## src/design/sactc_pkg.sv

```systemverilog
// Shared types and constants for the set-associative cache tag controller.
// Holds the configuration register layout and register index codes.
// No dependencies.
package sactc_pkg;

  // Configuration register indexes
  localparam logic [1:0] REG_BLOCK_BITS   = 2'd0;
  localparam logic [1:0] REG_SET_BITS     = 2'd1;
  localparam logic [1:0] REG_WAY_BITS     = 2'd2;
  localparam logic [1:0] REG_REPLACE_FIFO = 2'd3;

  localparam int CFG_INDEX_W = 2;
  localparam int CFG_DATA_W  = 4;
  localparam int WAY_OUT_W   = 3;

  // Reset values of the configuration registers
  localparam logic [3:0] BLOCK_BITS_RST = 4'd5;
  localparam logic [2:0] SET_BITS_RST   = 3'd6;
  localparam logic [1:0] WAY_BITS_RST   = 2'd3;

  typedef struct packed {
    logic [3:0] block_bits;
    logic [2:0] set_bits;
    logic [1:0] way_bits;
    logic       replace_fifo;
  } cfg_t;

endpackage

```

## src/design/sactc_front.sv

```systemverilog
// Front end of the cache tag controller: accepts accesses, splits the
// address into set index and tag, and queues them for the back end.
// Depends on sactc_pkg.
module sactc_front import sactc_pkg::*; #(
  parameter int MAX_SET_BITS = 6,
  parameter int ADDR_WIDTH   = 64
) (
  input  logic                  clk,
  input  logic                  rst,
  input  cfg_t                  cfg,
  input  logic                  start,
  output logic                  busy,
  input  logic                  is_write,
  input  logic [ADDR_WIDTH-1:0] address,
  output logic                  q_valid,
  input  logic                  q_pop,
  output logic                  q_is_write,
  output logic [((MAX_SET_BITS > 0) ? MAX_SET_BITS : 1)-1:0] q_set,
  output logic [ADDR_WIDTH-1:0] q_tag
);

  localparam int SIDX = (MAX_SET_BITS > 0) ? MAX_SET_BITS : 1;
  localparam int IW   = 1 + SIDX + ADDR_WIDTH;

  logic [IW-1:0]         entry [2];
  logic                  wp;
  logic                  rp;
  logic [1:0]            count;
  logic                  push;
  logic [3:0]            sb;
  logic [4:0]            tag_shift;
  logic [ADDR_WIDTH-1:0] shifted;
  logic [SIDX-1:0]       smask;
  logic [SIDX-1:0]       set_idx;
  logic [ADDR_WIDTH-1:0] tag;

  // Split the address under the current geometry
  always_comb begin
    sb        = (int'(cfg.set_bits) > MAX_SET_BITS) ? 4'(MAX_SET_BITS) : 4'(cfg.set_bits);
    tag_shift = 5'(cfg.block_bits) + 5'(sb);
    shifted   = address >> cfg.block_bits;
    smask     = SIDX'((32'd1 << sb) - 32'd1);
    set_idx   = SIDX'(shifted) & smask;
    tag       = address >> tag_shift;
  end

  assign busy    = (count == 2'd2);
  assign push    = start && !busy;
  assign q_valid = (count != 2'd0);
  assign {q_is_write, q_set, q_tag} = entry[rp];

  // Store the transaction in the queue
  always_ff @(posedge clk) begin
    if (push) begin
      entry[wp] <= {is_write, set_idx, tag};
    end
  end

  // Advance queue pointers
  always_ff @(posedge clk) begin
    if (rst) begin
      wp    <= 1'b0;
      rp    <= 1'b0;
      count <= 2'd0;
    end else begin
      if (push) wp <= ~wp;
      if (q_pop) rp <= ~rp;
      count <= count + 2'(push) - 2'(q_pop);
    end
  end

  a_no_pop_empty: assert property (@(posedge clk) disable iff (rst) q_pop |-> q_valid)
    else $error("pop from empty queue");
  a_count_range: assert property (@(posedge clk) disable iff (rst) count != 2'd3)
    else $error("queue count overflow");
  a_full_holds: assert property (@(posedge clk) disable iff (rst)
    (busy && !q_pop) |=> busy)
    else $error("full queue drained without a pop");

endmodule

```

## config.mk

```make
export PLATFORM = sky130hd
export DESIGN_NAME = sactc_front
export DESIGN_NICKNAME = d
export VERILOG_FILES = /design/src/design/sactc_pkg.sv /design/src/design/sactc_front.sv
export SDC_FILE = /design/constraint.sdc
export NUM_CORES = 1
export LEC_CHECK = 0
export ABC_AREA = 1
export BUFFER_PORTS_ARGS = -buffer_cell sky130_fd_sc_hd__buf_4
export CORE_ASPECT_RATIO = 1.25
export CORE_UTILIZATION = 35
export DETAILED_ROUTE_END_ITERATION = 10
export PLACE_DENSITY = 0.55
export SYNTH_ARGS = -nofsm -noshare
export SYNTH_HDL_FRONTEND = slang
export SYNTH_SLANG_ARGS = --single-unit
```

## constraint.sdc

```tcl
create_clock -name clk -period 8.05 [get_ports clk]
set_input_delay 0.4025 -clock clk [delete_from_list [all_inputs] [get_ports clk]]
set_output_delay 0.4025 -clock clk [all_outputs]
set_load 0.02 [all_outputs]
```

-- Word level (Yosys, flattened, before mapping)
Memories as Yosys holds them, arrays and structs flattened. A register that Yosys moved wholly into a read port is not among the register bits.
Cells that the tools add are included.
- $add $sub $neg: 4
- multiply operators: 0
- div/mod/pow operators: 0
- $lt $le $gt $ge: 1
- eq/ne operators: 1
- shift operators: 3
- muxes and demuxes: 5
- bitwise operators: 3
- reductions and logical operators: 3
- operators by type and width (operator ; number):
    $shr A64 B4 Y6 ; 1
    $shr A64 B5 Y64 ; 1
    $and A6 B6 Y6 ; 1
    $shl A1 B3 Y6 const A ; 1
    $sub A6 B1 Y6 const B ; 1
    $add A4 B3 Y5 ; 1
    $mux W1 ; 4
    $gt A3 B3 Y1 const B ; 1
    $mux W3 ; 1
    $add A2 B1 Y2 ; 1
    $eq A2 B2 Y1 const B ; 1
    $not A1 Y1 ; 2
    $reduce_bool A2 Y1 ; 1
    $sub A2 B1 Y2 ; 1
    $logic_and A1 B1 Y1 ; 1
    $logic_not A1 Y1 ; 1
- bits in registers: 4
- latch bits: 0
- bits in writable memories: 142
- bits in read-only memories: 0
- input port bits: 79
- memories kept: 1
- memory list (name ; words ; bits a word ; rd ports ; clocked after memory_dff ; write ports ; line ; text):
    entry ; 2 ; 71 ; 1 ; 1 ; 1 ; sactc_front.sv:25 ; logic [IW-1:0] entry [2];

-- Longest topological paths before layout
- depth after elaboration: 5
- depth in mapped cells: 13
- gate-level depth less buffers: 12

-- Least setup slack after synthesis
No wires, ideal clock.
- path type: input-to-reg
- start: input start
- end: memory entry[1][0] (netlist name) (enable)
- setup time: 0.502 ns
- arrival time: 3.573 ns
- data required time: 7.548 ns
- setup slack: 3.975 ns
- stages on the path: 2
- path buffers: 0
- cell sequence: o21ai_0 nor2_1
- word-level cells in the longest chain between the ends: 3
- ends and longest elaborated chain (item ; line ; text):
    start: declaration ; sactc_front.sv:11 ; input logic start,
    $logic_and A1 B1 Y1 ; sactc_front.sv:48 ; assign push = start && !busy;
    $mux W1 ; sactc_front.sv:54 ; if (push) begin
    $mux W1 (not written as such) ; sactc_front.sv:55 ; entry[wp] <= {is_write, set_idx, tag};
    end: declaration ; sactc_front.sv:25 ;
Every way passes these cells.

-- Worst setup path after layout
- start: input cfg[4] (netlist name)
- end: memory entry[1][17] (netlist name) (data pin)
- word-level cells in the longest chain between the ends: 4
- ends and longest elaborated chain (item ; line ; text):
    start: declaration ; sactc_front.sv:10 ; input cfg_t cfg,
    $gt A3 B3 Y1 ; sactc_front.sv:39 ; sb = (int'(cfg.set_bits) > MAX_SET_BITS) ? 4'(MAX_SET_BITS) : 4'(cfg.set_bits);
    $mux W3 (*) ; sactc_front.sv:39 ;
    $add A4 B3 Y5 (*) ; sactc_front.sv:40 ; tag_shift = 5'(cfg.block_bits) + 5'(sb);
    $shr A64 B5 Y64 (*) ; sactc_front.sv:44 ; tag = address >> tag_shift;
    net tag[17] ; sactc_front.sv:35 ; logic [ADDR_WIDTH-1:0] tag;
The timed path passes the listed nets; every way through them passes the cells marked *.

==> metrics.md <==
| Metric | Value |
|---|---|
| Status | `finished, final reports clean` |
| Layout area overhead | `18.81%` |
| Critical Path, Cell by Cell | `buf_4 > a21oi_1 > ha_2 > fa_2 > buf_4 > inv_2 > nand3_1 > nand3_1 > nand3_1 > nand3_1 > nand2_1` |
| # IOs | `152` |
| Buffer and inverter count on the worst path | `3` |
| Drt total wl | `roughly 30000 um` |
| Cell mode on critical path | `nand3_1` |
| Pin count of the biggest net entering global routing | `73` |
| Total Die Area | `approximately 28000 um2` |
| GR Util All Layers | `between 20% and 30%` |
| Fmax | `slightly below 0.3 GHz` |
| Post-CTS Setup Bufs | `0` |
| Die Span X | `roughly 150 um` |
| Layout cells sized above 1 | `roughly 22%` |
| Worst r2r src | `count[1]` |
| CP Depth | `11` |
| Initial Util | `35.68%` |
| Hold Buf Count CTS | `0` |
| Tcrit/Tclk final | `between 40% and 50%` |
| Synth area leader | `edfxtp_1` |
| Gr ovfl total | `0` |
| Maximum clock path buffer count | `2` |
| Filler cell count | `2722` |
| EDFF count, synth | `about 140` |
| Final slew viol count | `0` |
| R2r setup slk | `approximately 6 ns` |
| Unrepaired setup endpoints after global routing | `no` |
| Share of the synthesized area in the top cell type | `roughly 45%` |
| Post-Route Setup TNS | `0 ns` |
| Initial antenna violation count | `1` |
| Worst R2R End | `count[1]` |
| GP Congestion | `roughly 0.86` |
| Crit. End Element | `flip-flop` |
| Top cells by count, synth | `505 x nand3_1, 271 x nand2_1, 142 x edfxtp_1, 71 x mux2_2, 57 x buf_2` |
| Synth warn | `0` |
| # diodes | `0` |
| P_leak | `around 0.0047 uW` |
| Critical path data required time | `around 8.2 ns` |
| Nets | `1336` |
| Count leader, synth | `nand3_1` |
| CTS Root Cell | `clkbuf_16` |
| Setup violations, final | `0` |
| Syn_nets | `1242` |
| Max-slew headroom | `between 20 and 25%` |
| CTS Buf Count | `17` |
| Final min period | `between 3 and 4 ns` |
| Post-Syn Area | `~9600 um2` |
| DRC | `0` |
| Seq/Total Area, Yosys | `45.59%` |
| Hpwl dp | `20760 um` |
| Placed Cells | `about 1600` |
| Hold Crit Class | `input pin to flip-flop` |
| Avg Vias per Cell | `5.592` |
| Crit Path Category | `input pin to flip-flop` |
| Cell Rows | `67` |
| CP Launch Point | `cfg[4]` |
| Delay-heaviest family, CP | `buffers and inverters` |
| Avg Inst Size Synth | `just over 8 um2` |
| Worst-skew pair later-pin latency | `around 0.43 ns` |
| DRT iter0 DRCs | `about 840` |
| FFs w/ async S/R, synth | `0%` |
| Worst-path clk slew | `0.06 ns` |
| CTS-repair resized insts | `0` |
| ANT nets after route | `0` |
| CP Launch Type | `input pin` |
| Port-buffer cells | `between 100 and 150` |
| Flip-flop and latch area | `about 4400 um2` |
| Worst path slowest cell | `inv_2` |
| Syn Inst Count | `around 1200` |
| Crit path largest cell delay | `approximately 0.90 ns` |
| Core Box Area | `about 27000 um2` |
| Multi-input logic area | `around 4700 um2` |
| Finished Layout Cells | `between 1500 and 2000` |
| DR pass1 iterations | `6` |
| TritonCTS clock tree | `yes` |
| Die Height | `186.9 um` |
| Final hold vios | `0` |
| Max VDD drop | `112.7 uV` |
| Worst slew pin tran | `about 1.2 ns` |
| Global-route wire length before repair | `45730 um` |
| Worst setup path endpoint | `entry[1][17]` |
| Distinct cells, synth | `30` |
| CP Data Arrival Time | `3.56 ns` |
| Setup Skew | `0.01143 ns` |
| Vias in the first global route | `8463` |
| Total power | `2810 uW` |
| Crit-path max FO | `64` |
| Synth Flop Type | `edfxtp_1` |
| Main area contributors after synthesis | `edfxtp_1 45%, nand3_1 26%, nand2_1 11%` |
| Reg2Reg Depth | `8` |
| Vias | `between 8000 and 9000` |
| Maxcap violations | `0` |
| Cell area power density | `247.1 nW/um2` |
| CTS H-Tree Depth | `4` |
| Yosys reg bits | `roughly 150` |
| DR WL/cell | `18.49 um` |
| CTS sink cnt | `around 150` |
==> where the power goes <==
part / leakage, uW / switching [uW] / total (uW) / internal, uW
logic: 0.00303 / 660 / 1000 / 345
clock network: 0.000279 / 321 / 781 / 460
registers: 0.00137 / 26.5 / 1030 / 999
==> per-layer routing <==
metal  track usage (%)  vias up  routed length (um)
met5                 0        -                  17
met4             7.770        2                 741
met3             4.146       44                1881
met2             35.70      334               15020
met1             26.79     4268               12080
li1                  -     4350                   -
==> placed cells by master, fill, tap and decap left out, types with 2 or more instances in the layout <==
master / n
a21oi_1: 9
mux2_2: 71
xnor2_1: 2
clkinvlp_4: 3
clkinv_2: 2
clkinv_1: 3
nand3_1: 505
nor4_1: 2
ha_1: 4
o21ai_0: 2
inv_1: 11
nand2_1: 271
bufinv_16: 2
inv_2: 4
nor3b_1: 2
nor3_1: 3
edfxtp_1: 142
buf_4: 158
clkbuf_16: 17
inv_6: 2
nor2_1: 24
nor2_4: 3
o21ai_1: 2
dfxtp_1: 4
clkinv_4: 4
==> cells by family (layout without fill, tap and decap cells) <==
| group | after synthesis | in the layout | synth area share [%] |
|---|---|---|---|
| fa+ha+maj | 6 | 6 | 0.8628 |
| simple gates | 814 | 814 | 38.88 |
| xor+xnor | 2 | 2 | 0.1830 |
| mux | 71 | 71 | 8.353 |
| buf+inv | 102 | 209 | 5.320 |
| compound gates | 15 | 15 | 0.8105 |
| flops | 147 | 147 | 45.59 |
==> worst register-to-register path, delay by kind of cell, from the launching register on <==
kind | cells | cell delay [ns]
fa+ha+maj | 2 | 0.51
simple gates | 2 | 0.23
xor+xnor | 1 | 0.14
buf+inv | 2 | 0.11
flops | 1 | 0.32
compound gates | 1 | 0.66
==> registers in the layout, summed over array words and instances (netlist names), named ones only <==
register and flops:
count 2, rp 1, entry 142, wp 1
==> stage by stage <==
| stage | worst slack [ns] | cell area, um2 | hold WS, ns | utilization, % |
|---|---|---|---|---|
| after floorplan | 3.975 | 9572 | 0.4737 | - |
| after global placement | 4.236 | 10790 | 0.4974 | 40.21 |
| after detailed placement | 4.250 | 10790 | 0.5024 | 40.21 |
| after CTS | 4.695 | 11370 | 0.1475 | 42.39 |
| after global routing | 4.392 | 11370 | 0.1425 | 42.39 |
| final | 4.655 | 11370 | 0.1677 | 42.39 |
==> final cells by class <==
cell class	instances	area share (%)
repair buffers	158	10.43
inverters	19	0.6491
clock buffers	18	3.774
well taps	345	3.796
flip-flops and latches	147	38.39
multi-input cells	908	41.59
clock inverters	14	1.375
==> worst min path at each step <==
stage                         from           end  cells past startpoint
after floorplan                rst      count[0]                      1
after global placement          rp            rp                      2
after detailed placement        rp            rp                      2
after CTS                 is_write  entry[0][70]                      1
after global routing      is_write  entry[0][70]                      1
final                     is_write  entry[0][70]                      1
(Power assumes the default switching activity.)
